## src/sv/hit_record_group_unpacker_defines.svh

```systemverilog
// assertion helpers shared by the unpacker modules
`ifndef HIT_RECORD_GROUP_UNPACKER_DEFINES_SVH
`define HIT_RECORD_GROUP_UNPACKER_DEFINES_SVH

// same-cycle implication, disabled while reset is low
`define HRGU_ASSERT_IMP(lbl, clk, rst_n, ante, cons, msg) \
  lbl: assert property (@(posedge clk) disable iff (!rst_n) (ante) |-> (cons)) \
    else $error(msg);

// next-cycle implication, disabled while reset is low
`define HRGU_ASSERT_NXT(lbl, clk, rst_n, ante, cons, msg) \
  lbl: assert property (@(posedge clk) disable iff (!rst_n) (ante) |=> (cons)) \
    else $error(msg);

`endif

```

## src/sv/hrgu_pkg.sv

```systemverilog
package hrgu_pkg;

  localparam int unsigned MAX_GROUPS = 1024;
  localparam int GRP_CNT_W = (MAX_GROUPS > 1) ? $clog2(MAX_GROUPS) : 1;

  localparam int WORD_W          = 32;
  localparam int WORDS_PER_GROUP = 6;
  localparam int BUF_WORDS       = WORDS_PER_GROUP - 1;
  localparam int RECS            = 8;
  localparam int REC_W           = 22;
  localparam int POS_W           = 6;
  localparam int WID_W           = 5;
  localparam int BUNCH_W         = 12;
  localparam int GRP_IDX_W       = 10;
  localparam int ERR_W           = 4;
  localparam int CHAN_W          = 4;
  localparam int CNT_W           = 4;
  localparam int WPOS_W          = 3;
  localparam int IDX_W           = 3;

  localparam logic [ERR_W-1:0]  ERR_INCOMPLETE = 4'hf;
  localparam logic [WPOS_W-1:0] LAST_WORD_POS  = 3'd5;

  localparam logic [WORD_W-1:0] SRC_A_LO = 32'h0081_000A;
  localparam logic [WORD_W-1:0] SRC_A_HI = 32'h0081_004A;
  localparam logic [WORD_W-1:0] SRC_C_LO = 32'h0081_000C;
  localparam logic [WORD_W-1:0] SRC_C_HI = 32'h0081_004C;

  typedef enum logic [1:0] {
    MAP_A,
    MAP_C,
    MAP_NONE
  } chan_map_t;

  typedef struct packed {
    logic [RECS-1:0][REC_W-1:0] recs;
    logic [CNT_W-1:0]           count;
    logic [ERR_W-1:0]           err;
    logic [BUNCH_W-1:0]         bunch;
    logic [GRP_IDX_W-1:0]       grp;
    logic [WORD_W-1:0]          trig;
    chan_map_t                  cmap;
  } job_t;

  typedef struct packed {
    logic load;
    job_t job;
  } job_req_t;

  function automatic chan_map_t map_of(logic [WORD_W-1:0] src);
    chan_map_t m;
    if (src == SRC_A_LO || src == SRC_A_HI) begin
      m = MAP_A;
    end else if (src == SRC_C_LO || src == SRC_C_HI) begin
      m = MAP_C;
    end else begin
      m = MAP_NONE;
    end
    return m;
  endfunction

  // map a interleaves odd records into the upper half, map c the even ones
  function automatic logic [CHAN_W-1:0] chan_of(chan_map_t m, logic [IDX_W-1:0] i);
    logic [CHAN_W-1:0] c;
    unique case (m)
      MAP_A:   c = {i[0], i};
      MAP_C:   c = {~i[0], i};
      default: c = '0;
    endcase
    return c;
  endfunction

  // records complete once k words of a group are in
  function automatic logic [CNT_W-1:0] recs_done(logic [WPOS_W-1:0] k);
    logic [CNT_W-1:0] n;
    unique case (k)
      3'd2:    n = 4'd2;
      3'd3:    n = 4'd3;
      3'd4:    n = 4'd5;
      3'd5:    n = 4'd6;
      3'd6:    n = 4'd8;
      default: n = 4'd0;
    endcase
    return n;
  endfunction

endpackage

```

## src/sv/hrgu_if.sv

```systemverilog
interface hrgu_in_if;
  import hrgu_pkg::*;

  logic              valid;
  logic              ready;
  logic [WORD_W-1:0] data_word;
  logic              end_of_fragment;
  logic [WORD_W-1:0] source_id;
  logic [WORD_W-1:0] trigger_id;

  modport source (output valid, data_word, end_of_fragment, source_id, trigger_id,
                  input ready);
  modport sink   (input valid, data_word, end_of_fragment, source_id, trigger_id,
                  output ready);
endinterface

interface hrgu_out_if;
  import hrgu_pkg::*;

  logic                 valid;
  logic                 ready;
  logic [CHAN_W-1:0]    channel;
  logic                 channel_unknown;
  logic [POS_W-1:0]     first_position;
  logic [WID_W-1:0]     first_width;
  logic [POS_W-1:0]     second_position;
  logic [WID_W-1:0]     second_width;
  logic [GRP_IDX_W-1:0] group_index;
  logic [BUNCH_W-1:0]   bunch_id;
  logic [WORD_W-1:0]    record_trigger_id;
  logic [ERR_W-1:0]     error_code;
  logic                 last;

  modport source (output valid, channel, channel_unknown, first_position, first_width,
                  second_position, second_width, group_index, bunch_id,
                  record_trigger_id, error_code, last,
                  input ready);
  modport sink   (input valid, channel, channel_unknown, first_position, first_width,
                  second_position, second_width, group_index, bunch_id,
                  record_trigger_id, error_code, last,
                  output ready);
endinterface

```

## src/sv/hrgu_emitter.sv

```systemverilog
`include "hit_record_group_unpacker_defines.svh"

module hrgu_emitter (
  input  logic              clk,
  input  logic              rst_n,
  input  hrgu_pkg::job_req_t req,
  output logic              busy,
  hrgu_out_if.source        out_ch
);
  import hrgu_pkg::*;

  job_t             job_r;
  logic             job_v_r, job_v_nxt;
  logic [IDX_W-1:0] idx_r, idx_nxt;
  logic             out_v_r, out_v_nxt;
  logic             emit;
  logic             last_rec;
  logic [REC_W-1:0] rec;

  logic [CHAN_W-1:0]    chan_r;
  logic                 unk_r;
  logic [REC_W-1:0]     rec_r;
  logic [GRP_IDX_W-1:0] grp_r;
  logic [BUNCH_W-1:0]   bunch_r;
  logic [WORD_W-1:0]    trig_r;
  logic [ERR_W-1:0]     err_r;
  logic                 last_r;

  assign emit     = job_v_r && (!out_v_r || out_ch.ready);
  assign last_rec = (CNT_W'(idx_r) + CNT_W'(1)) == job_r.count;
  assign rec      = job_r.recs[idx_r];
  assign busy     = job_v_r;

  always_comb begin
    job_v_nxt = job_v_r;
    idx_nxt   = idx_r;
    if (req.load) begin
      job_v_nxt = 1'b1;
      idx_nxt   = '0;
    end else if (emit) begin
      job_v_nxt = !last_rec;
      idx_nxt   = idx_r + IDX_W'(1);
    end
  end

  always_comb begin
    if (emit) begin
      out_v_nxt = 1'b1;
    end else if (out_ch.ready) begin
      out_v_nxt = 1'b0;
    end else begin
      out_v_nxt = out_v_r;
    end
  end

  always_ff @(posedge clk) begin
    if (!rst_n) begin
      job_v_r <= 1'b0;
      idx_r   <= '0;
      out_v_r <= 1'b0;
    end else begin
      job_v_r <= job_v_nxt;
      idx_r   <= idx_nxt;
      out_v_r <= out_v_nxt;
    end
  end

  always_ff @(posedge clk) begin
    if (req.load) begin
      job_r <= req.job;
    end
    if (emit) begin
      chan_r  <= chan_of(job_r.cmap, idx_r);
      unk_r   <= (job_r.cmap != MAP_A) && (job_r.cmap != MAP_C);
      rec_r   <= rec;
      grp_r   <= job_r.grp;
      bunch_r <= job_r.bunch;
      trig_r  <= job_r.trig;
      err_r   <= job_r.err;
      last_r  <= last_rec;
    end
  end

  assign out_ch.valid             = out_v_r;
  assign out_ch.channel           = chan_r;
  assign out_ch.channel_unknown   = unk_r;
  assign out_ch.first_position    = rec_r[REC_W-1 -: POS_W];
  assign out_ch.first_width       = rec_r[REC_W-POS_W-1 -: WID_W];
  assign out_ch.second_position   = rec_r[WID_W+POS_W-1 -: POS_W];
  assign out_ch.second_width      = rec_r[WID_W-1:0];
  assign out_ch.group_index       = grp_r;
  assign out_ch.bunch_id          = bunch_r;
  assign out_ch.record_trigger_id = trig_r;
  assign out_ch.error_code        = err_r;
  assign out_ch.last              = last_r;

  `HRGU_ASSERT_IMP(a_idx_in_range, clk, rst_n, job_v_r, (CNT_W'(idx_r) < job_r.count), "record index beyond group count")
  `HRGU_ASSERT_IMP(a_no_overwrite, clk, rst_n, req.load, !job_v_r, "group loaded while previous still emitting")
  `HRGU_ASSERT_NXT(a_emit_shows, clk, rst_n, emit, out_v_r, "emitted record not presented")

endmodule

```

## src/sv/hit_record_group_unpacker.sv

```systemverilog
// order: a beat that releases records loads the emitter's job register; the records
//   then pass the output register, one a cycle while out_ch is ready, to the last
// throughput: one word a cycle; a beat that completes a group or ends a fragment waits
//   while the record emitter still drains the previous group
// reset: rst_n synchronous, active low; clears word position, group counter and valid
//   flags; buffered words and record payload keep their contents
`include "hit_record_group_unpacker_defines.svh"

module hit_record_group_unpacker (
  input  logic       clk,
  input  logic       rst_n,
  hrgu_in_if.sink    in_ch,
  hrgu_out_if.source out_ch
);
  import hrgu_pkg::*;

  // words 0..4 of the group under assembly, written at the current position
  logic [WORD_W-1:0] gw_r [BUF_WORDS];

  logic [WPOS_W-1:0]    wpos_r, wpos_nxt;
  logic [GRP_CNT_W-1:0] grp_cnt_r, grp_cnt_nxt;

  logic     in_fire;
  logic     at_last;
  logic     busy;
  job_req_t req;

  // whole group as one bit string, word 0 at the top; words not yet in read as zero
  logic [WORDS_PER_GROUP*WORD_W-1:0] grp_bits;
  logic [CNT_W-1:0]                  rec_count;

  assign at_last = (wpos_r == LAST_WORD_POS);
  assign in_fire = in_ch.valid && in_ch.ready;

  // a beat that completes a group or ends a fragment needs the emitter free; the rest always go in
  assign in_ch.ready = !(busy && (at_last || in_ch.end_of_fragment));

  always_comb begin
    for (int j = 0; j < WORDS_PER_GROUP; j++) begin
      if (WPOS_W'(j) == wpos_r) begin
        grp_bits[(WORDS_PER_GROUP-1-j)*WORD_W +: WORD_W] = in_ch.data_word;
      end else if (j < BUF_WORDS && WPOS_W'(j) < wpos_r) begin
        grp_bits[(WORDS_PER_GROUP-1-j)*WORD_W +: WORD_W] = gw_r[j < BUF_WORDS ? j : 0];
      end else begin
        grp_bits[(WORDS_PER_GROUP-1-j)*WORD_W +: WORD_W] = '0;
      end
    end
  end

  // full group on word 5, else only the records already whole at end of fragment
  assign rec_count = (at_last || in_ch.end_of_fragment) ?
                     recs_done(wpos_r + WPOS_W'(1)) : '0;

  always_comb begin
    req.load = in_fire && (rec_count != '0);
    for (int i = 0; i < RECS; i++) begin
      // records are packed msb first, straight after the bunch id
      req.job.recs[i] = grp_bits[WORDS_PER_GROUP*WORD_W - BUNCH_W - REC_W*i - 1 -: REC_W];
    end
    req.job.count = rec_count;
    req.job.err   = at_last ? in_ch.data_word[ERR_W-1:0] : ERR_INCOMPLETE;
    req.job.bunch = grp_bits[WORDS_PER_GROUP*WORD_W-1 -: BUNCH_W];
    req.job.grp   = GRP_IDX_W'(grp_cnt_r);
    req.job.trig  = in_ch.trigger_id;
    req.job.cmap  = map_of(in_ch.source_id);
  end

  // position and group counter; end of fragment returns both to zero
  always_comb begin
    wpos_nxt    = wpos_r;
    grp_cnt_nxt = grp_cnt_r;
    if (in_fire) begin
      if (in_ch.end_of_fragment) begin
        wpos_nxt    = '0;
        grp_cnt_nxt = '0;
      end else if (at_last) begin
        wpos_nxt    = '0;
        grp_cnt_nxt = (grp_cnt_r == GRP_CNT_W'(MAX_GROUPS - 1)) ?
                      '0 : grp_cnt_r + GRP_CNT_W'(1);
      end else begin
        wpos_nxt = wpos_r + WPOS_W'(1);
      end
    end
  end

  always_ff @(posedge clk) begin
    if (!rst_n) begin
      wpos_r    <= '0;
      grp_cnt_r <= '0;
    end else begin
      wpos_r    <= wpos_nxt;
      grp_cnt_r <= grp_cnt_nxt;
    end
  end

  // word 5 is never kept: it goes straight into the record unpack
  always_ff @(posedge clk) begin
    if (in_fire && !at_last) begin
      gw_r[wpos_r] <= in_ch.data_word;
    end
  end

  hrgu_emitter u_emitter (
    .clk    (clk),
    .rst_n  (rst_n),
    .req    (req),
    .busy   (busy),
    .out_ch (out_ch)
  );

  `HRGU_ASSERT_IMP(a_wpos_range, clk, rst_n, 1'b1, (wpos_r <= LAST_WORD_POS), "word position beyond group")
  `HRGU_ASSERT_NXT(a_eof_clears, clk, rst_n, (in_fire && in_ch.end_of_fragment), (wpos_r == '0 && grp_cnt_r == '0), "end of fragment did not clear position")
  `HRGU_ASSERT_IMP(a_hold_on_busy, clk, rst_n, (busy && at_last), !in_ch.ready, "group completion accepted while emitter busy")

endmodule

```

## src/flat_wrapper.sv

```systemverilog
// flat-port wrapper written by rule: the top's interface ports become plain ports
module hit_record_group_unpacker_flat import hrgu_pkg::*;
  (clk, rst_n, in_ch_valid, in_ch_data_word, in_ch_end_of_fragment, in_ch_source_id, in_ch_trigger_id, in_ch_ready, out_ch_valid, out_ch_channel, out_ch_channel_unknown, out_ch_first_position, out_ch_first_width, out_ch_second_position, out_ch_second_width, out_ch_group_index, out_ch_bunch_id, out_ch_record_trigger_id, out_ch_error_code, out_ch_last, out_ch_ready);
  hrgu_in_if in_ch_i ();
  hrgu_out_if out_ch_i ();
  input  logic clk;
  input  logic rst_n;
  input wire logic [$bits(in_ch_i.valid)-1:0] in_ch_valid;
  input wire logic [$bits(in_ch_i.data_word)-1:0] in_ch_data_word;
  input wire logic [$bits(in_ch_i.end_of_fragment)-1:0] in_ch_end_of_fragment;
  input wire logic [$bits(in_ch_i.source_id)-1:0] in_ch_source_id;
  input wire logic [$bits(in_ch_i.trigger_id)-1:0] in_ch_trigger_id;
  output wire logic [$bits(in_ch_i.ready)-1:0] in_ch_ready;
  output wire logic [$bits(out_ch_i.valid)-1:0] out_ch_valid;
  output wire logic [$bits(out_ch_i.channel)-1:0] out_ch_channel;
  output wire logic [$bits(out_ch_i.channel_unknown)-1:0] out_ch_channel_unknown;
  output wire logic [$bits(out_ch_i.first_position)-1:0] out_ch_first_position;
  output wire logic [$bits(out_ch_i.first_width)-1:0] out_ch_first_width;
  output wire logic [$bits(out_ch_i.second_position)-1:0] out_ch_second_position;
  output wire logic [$bits(out_ch_i.second_width)-1:0] out_ch_second_width;
  output wire logic [$bits(out_ch_i.group_index)-1:0] out_ch_group_index;
  output wire logic [$bits(out_ch_i.bunch_id)-1:0] out_ch_bunch_id;
  output wire logic [$bits(out_ch_i.record_trigger_id)-1:0] out_ch_record_trigger_id;
  output wire logic [$bits(out_ch_i.error_code)-1:0] out_ch_error_code;
  output wire logic [$bits(out_ch_i.last)-1:0] out_ch_last;
  input wire logic [$bits(out_ch_i.ready)-1:0] out_ch_ready;
  assign in_ch_i.valid = in_ch_valid;
  assign in_ch_i.data_word = in_ch_data_word;
  assign in_ch_i.end_of_fragment = in_ch_end_of_fragment;
  assign in_ch_i.source_id = in_ch_source_id;
  assign in_ch_i.trigger_id = in_ch_trigger_id;
  assign in_ch_ready = in_ch_i.ready;
  assign out_ch_valid = out_ch_i.valid;
  assign out_ch_channel = out_ch_i.channel;
  assign out_ch_channel_unknown = out_ch_i.channel_unknown;
  assign out_ch_first_position = out_ch_i.first_position;
  assign out_ch_first_width = out_ch_i.first_width;
  assign out_ch_second_position = out_ch_i.second_position;
  assign out_ch_second_width = out_ch_i.second_width;
  assign out_ch_group_index = out_ch_i.group_index;
  assign out_ch_bunch_id = out_ch_i.bunch_id;
  assign out_ch_record_trigger_id = out_ch_i.record_trigger_id;
  assign out_ch_error_code = out_ch_i.error_code;
  assign out_ch_last = out_ch_i.last;
  assign out_ch_i.ready = out_ch_ready;
  hit_record_group_unpacker u_core (.clk(clk), .rst_n(rst_n), .in_ch(in_ch_i), .out_ch(out_ch_i));
endmodule
```

## config.mk

```make
export PLATFORM = sky130hd
export DESIGN_NAME = hit_record_group_unpacker_flat
export DESIGN_NICKNAME = d
export VERILOG_FILES = /design/src/sv/hrgu_pkg.sv /design/src/sv/hrgu_if.sv /design/src/sv/hrgu_emitter.sv /design/src/sv/hit_record_group_unpacker.sv /design/src/flat_wrapper.sv
export VERILOG_INCLUDE_DIRS = /design/src /design/src/sv
export SDC_FILE = /design/constraint.sdc
export NUM_CORES = 1
export LEC_CHECK = 0
export BUFFER_PORTS_ARGS = -buffer_cell sky130_fd_sc_hd__buf_2
export CAP_MARGIN = 20
export CORE_MARGIN = 2
export CORE_UTILIZATION = 55
export DETAILED_ROUTE_END_ITERATION = 6
export GPL_TIMING_DRIVEN = 1
export PLACE_DENSITY = 0.75
export RECOVER_POWER = 100
export SLEW_MARGIN = 20
export SYNTH_ARGS = -nofsm -noshare
export SYNTH_HDL_FRONTEND = slang
export SYNTH_SLANG_ARGS = --single-unit
```

## constraint.sdc

```tcl
create_clock -name clk -period 15.9 [get_ports clk]
set_input_delay 1.59 -clock clk [delete_from_list [all_inputs] [get_ports clk]]
set_output_delay 1.59 -clock clk [all_outputs]
set_load 0.01 [all_outputs]
```

## Word-level counts from Yosys, hierarchy flattened

Memories as Yosys holds them, arrays and structs flattened. A register that Yosys moved wholly into a read port is not among the register bits.
Cells that the tools add are included.

- Add/sub/neg operators: 4
- Order comparisons: 6
- Equality and inequality tests: 19
- Muxes and demuxes: 27
- Bitwise operators: 2
- Reduce and logical (&&, ||, !) cells: 23

Operators by type and width:

| cell | number |
|---|---|
| 2-to-1 mux 32 bit | 10 |
| equality test 32 x 24 -> 1 bit, second input constant | 4 |
| binary-select mux 22 bit (select 3 bit) | 1 |
| 2-to-1 mux 10 bit | 3 |
| 2-to-1 mux 22 bit | 1 |
| case mux 4 bit (5 select lines) | 1 |
| equality test 3 bit, second input constant | 4 |
| adder 10 x 1 -> 10 bit, second input constant | 1 |
| equality test 10 bit, second input constant | 1 |
| case mux 4 bit (2 select lines) | 1 |
| nonzero test 2 bit | 4 |
| adder 3 x 1 -> 3 bit, second input constant | 2 |
| equality test 2 x 3 -> 1 bit, first input constant | 2 |
| equality test 3 x 2 -> 1 bit, second input constant | 2 |
| equality test 3 bit, first input constant | 2 |
| logical AND 1 bit | 6 |
| less-than comparator 1 x 3 -> 1 bit, first input constant | 2 |
| less-than comparator 2 x 3 -> 1 bit, first input constant | 2 |
| 2-to-1 mux 1 bit | 6 |
| 2-to-1 mux 3 bit | 2 |
| adder 3 x 1 -> 4 bit, second input constant | 1 |
| equality test 4 bit | 1 |
| zero test 1 bit | 4 |
| logical OR 1 bit | 4 |
| 13 further kinds | 14 |

- Register bits after elaboration: 332
- RAM bits: 160
- Output and inout bits: 88
- Logic and storage cells: 109
- Memories kept: 1

Memory list:

| name | words | width | rd ports | clocked after Yosys merged registers in | wr ports | RTL line | source |
|---|---|---|---|---|---|---|---|
| u_core.gw_r | 5 | 32 | 5 | 1 | 1 | hit_record_group_unpacker.sv:18 | `logic [WORD_W-1:0] gw_r [BUF_WORDS];` |

## Longest topological paths before layout

- Depth in word-level cells: 8
- Gate-level depth with buffers: 9
- Gate-level depth less buffers: 6

## Modules after synthesis

A second synthesis with hierarchy kept.

- Cells, all modules: 1020
- Area, all modules: 19179.6 µm²

Modules (own cells, without submodules):

| module | instances | cells each | area each (µm²) | seq. area each (µm²) |
|---|---|---|---|---|
| hrgu_emitter | 1 | 443 | 11451.0 | 9889.5 |
| hit_record_group_unpacker | 1 | 577 | 7728.7 | 5064.9 |

## Least setup slack after synthesis

No wires, ideal clock.

- Kind: input-to-reg
- Start point: input in_ch_end_of_fragment
- End point: register u_core.u_emitter.job_r[0] (netlist name) (enable)
- Setup time: 0.632 ns
- Data arrival time: 7.895 ns
- Data required time: 15.268 ns
- Setup slack: 7.373 ns
- Stages: 4
- Cells stage by stage: or4bb_1 -> a21oi_1 -> nand4bb_1 -> and2_1

RTL lines:

| what | RTL line | source |
|---|---|---|
| start: declaration | flat_wrapper.sv:10 | `input wire logic [$bits(in_ch_i.end_of_fragment)-1:0] in_ch_end_of_fragment;` |
| end signal: assignment | hrgu_emitter.sv:70 | `job_r <= req.job;` |
| end: declaration | hrgu_emitter.sv:12 | `job_t job_r;` |

==> impl_metrics.env <==
export IMPL_post_cts_buffers=0
export IMPL_h_tree_depth=2
export IMPL_period_needed_ns=8.900
export IMPL_startpoint_type="register"
export IMPL_drc=0
export IMPL_gp_congestion=0.7571
export IMPL_drtAntennaViolNets=0
export IMPL_arrival_ns=9.06
export IMPL_numCtsBuffers=49
export IMPL_clk_path_buf_depth=3
export IMPL_gr_max_usage_layer="met2"
export IMPL_violations="capacitance limit, slew limit"
export IMPL_routed_wl_um=39760
export IMPL_clk_pin_slew_ns=0.06
export IMPL_syn_num_nets=1106
export IMPL_skew_ns=0.01616
export IMPL_vias=9891
export IMPL_nFillCells=2391
export IMPL_netlist_instances=998
export IMPL_irDropWorstVdd_mv=0.08864
export IMPL_vias_per_cell=5.874
export IMPL_layout_drive_gt1_share_pct=16.75
export IMPL_status="finished with violations"
export IMPL_p_leak_nw=6.996
export IMPL_yosys_top_cells_area="edfxtp_1 77%, mux4_2 5.2%, a22o_1 4.5%, dfxtp_1 1.9%, nand2_1 1.4%"
export IMPL_synth_enable_flop_cells=486
export IMPL_num_rows=67
export IMPL_start_util_pct=56.04
export IMPL_grtUsageTotal_pct=22.16
export IMPL_yosysUniqueCellTypes=51
export IMPL_antennaDiodeCount=0
export IMPL_synth_commonest_cells="486 x edfxtp_1, 96 x a22o_1, 69 x nand2_1"
export IMPL_die_x_um=189.3
export IMPL_syn_area_mm2=0.01888
export IMPL_antenna_found_initial=2
export IMPL_ys_seq_area_share_pct=79.19
export IMPL_clkSinkCount=504
export IMPL_dp_final_hpwl_um=22300
export IMPL_layout_nets=1306
export IMPL_ys_flop_type="edfxtp_1"
export IMPL_worst_setup_path_type="reg -> reg"
export IMPL_grt_pass1_wl_um=58930
export IMPL_coreArea_mm2=0.03370
export IMPL_final_max_slew_violation_count=536
export IMPL_yosysTopAreaCell="edfxtp_1"
export IMPL_async_flop_share_pct=0
export IMPL_min_from="u_core.u_emitter.job_r[11]"
export IMPL_maxSlewHeadroom_pct=-105.9
export IMPL_area_growth_pct=14.23
export IMPL_setup_worst_path_start="u_core.wpos_r[2]"
export IMPL_worstPathMaxFanout=83
export IMPL_use_met3_pct=3.522
export IMPL_cts_tree="done"
export IMPL_crit_required_ns=16.06
export IMPL_grt_pass1_vias=9717
export IMPL_cts_root_buf="clkbuf_16"
export IMPL_synth_top_area_share_pct=77.28
export IMPL_finalHoldViolations=0
export IMPL_worstSkewPairLatency_ns=0.56
export IMPL_use_met2_pct=35.71
export IMPL_tns_ns=0
export IMPL_reg2reg_from="u_core.wpos_r[2]"
export IMPL_wire_per_inst_um=23.61
export IMPL_finalCritPeriodShare_pct=55.98
export IMPL_drv_cap=14
export IMPL_rsz0062_at_grt="no"
export IMPL_cts_resized=0
export IMPL_final_cell_count_no_fill=1684
export IMPL_ys_warnings_count=0
export IMPL_power_density_mw_per_mm2=124.2
export IMPL_place_inst=1595
export IMPL_die_area_mm2=0.03583
export IMPL_hold_buffers=0
export IMPL_yosysMostFrequentCell="edfxtp_1"
export IMPL_grtUsageMet1_pct=31.34
export IMPL_setup_viol=0
export IMPL_hp_class="reg -> reg"
export IMPL_io_buffers=187
export IMPL_end_kind="register"
export IMPL_drt_iter0_drc=982
export IMPL_avgSynthCellArea_um2=18.92
export IMPL_die_y_um=189.3
export IMPL_grt_max_degree=84
export IMPL_tightest_slew_ns=3.089
export IMPL_ys_ff_latch=504
export IMPL_grt_overflow=0
export IMPL_dr_pass1_iters=5
export IMPL_io_pins=189
export IMPL_clock_fmax_mhz=112.4
-- layer usage --
metal  vias up  wire (um)
met5         -          0
met4         0       1132
met3        72       3587
met2       520      19020
met1      4900      16020
li1       4399          -
-- final cells by class --
cell class | instances | area (um^2) | share of cell area (%)
clock buffers | 64 | 1304 | 6.044
clock inverters | 25 | 176.4 | 0.8179
well taps | 448 | 560.5 | 2.599
multi-input cells | 429 | 3664 | 16.98
inverters | 10 | 37.54 | 0.1740
repair buffers | 204 | 874.6 | 4.055
flip-flops and latches | 504 | 14950 | 69.33
-- worst max-delay path, cell delays in order, from the launching register on --
cell and delay [ns]:
dfxtp_1 0.30, clkbuf_1 2.15, inv_1 0.71, ha_1 0.62
or4bb_1 0.50, a21oi_1 0.15, nand4bb_1 0.26, and2_0 1.08
buf_4 0.82, buf_4 0.91, buf_4 0.85
-- cell families after synthesis --
logic type / after synthesis / synth area share (%)
buffers and inverters: 65 / 1.497
xor gates and xnor gates: 13 / 0.6029
AOI/OAI and AO/OA: 168 / 6.732
DFF: 504 / 79.19
and+or+nand+nor: 173 / 4.850
adders and majority gates: 7 / 0.4638
muxes: 68 / 6.665
-- per-stage QoR --
| stage | power, W | worst slack (ns) | utilization [%] | instance area (um^2) | hold slack, ns |
|---|---|---|---|---|---|
| global route | 0.002758 | 6.297 | 64.01 | 21570 | 0.4173 |
| global placement | 0.001632 | 9.782 | 60.29 | 20320 | 0.4009 |
| finish | 0.002678 | 7.000 | 64.01 | 21570 | 0.4134 |
| detailed placement | 0.001636 | 9.613 | 60.29 | 20320 | 0.4045 |
| floorplan | 0.001584 | 7.373 | - | 18880 | 0.4003 |
| CTS | 0.002697 | 9.586 | 64.68 | 21800 | 0.4161 |
-- flip-flops by register name, indices dropped and copies added, names as in the netlist, 3 cells and up --
name                                       flops
u_core.gw_r                                  160
u_core.u_emitter.out_ch.bunch_id              12
u_core.u_emitter.rec_r                        22
u_core.u_emitter.out_ch.channel                4
u_core.u_emitter.out_ch.group_index           10
u_core.u_emitter.idx_r                         3
u_core.u_emitter.out_ch.record_trigger_id     32
u_core.u_emitter.job_r                       240
u_core.wpos_r                                  3
u_core.grp_cnt_r                              10
u_core.u_emitter.out_ch.error_code             4
-- power breakdown --
| group | leakage [nW] | internal, W | switching [W] | total (W) |
|---|---|---|---|---|
| Clock | 0.727 | 0.000609 | 0.000463 | 0.00107 |
| Sequential | 4.68 | 0.00149 | 0.0000103 | 0.00150 |
| Combinational | 1.58 | 0.0000334 | 0.0000717 | 0.000105 |
| Total | 7.00 | 0.00213 | 0.000545 | 0.00268 |
-- layout by cell type (no fill, tap or decap), types with 5 or more instances in the layout --
cell type / synthesis / final
ha_1: 7 / 7
nor2b_1: 6 / 6
xor2_1: 10 / 10
clkinv_1: 1 / 11
inv_1: 9 / 9
clkinv_2: 0 / 11
o21a_1: 5 / 5
clkbuf_16: 0 / 50
a22o_1: 96 / 96
mux2_2: 22 / 17
mux2_1: 0 / 5
clkbuf_1: 31 / 145
dfxtp_1: 18 / 18
and2_1: 34 / 12
o21ai_0: 37 / 39
edfxtp_1: 486 / 486
nor2_1: 17 / 14
nand2b_1: 7 / 7
o211ai_1: 5 / 5
buf_2: 19 / 66
buf_4: 0 / 7
nor3_1: 5 / 5
and2_0: 0 / 21
nand2_1: 69 / 69
mux4_2: 44 / 44
a21oi_1: 11 / 11
-- path summary, 6_finish.rpt --
path / endpoint / slack (ns) / cells after the start
worst min register to register: u_core.u_emitter.out_ch.record_trigger_id[9] / 0.41 / 0
worst min-delay path: u_core.u_emitter.out_ch.record_trigger_id[9] / 0.41 / 0
worst max-delay path: u_core.u_emitter.job_r[86] / 7.00 / 10
worst max register to register: u_core.u_emitter.job_r[86] / 7.00 / 10
(Power assumes the default switching activity.)
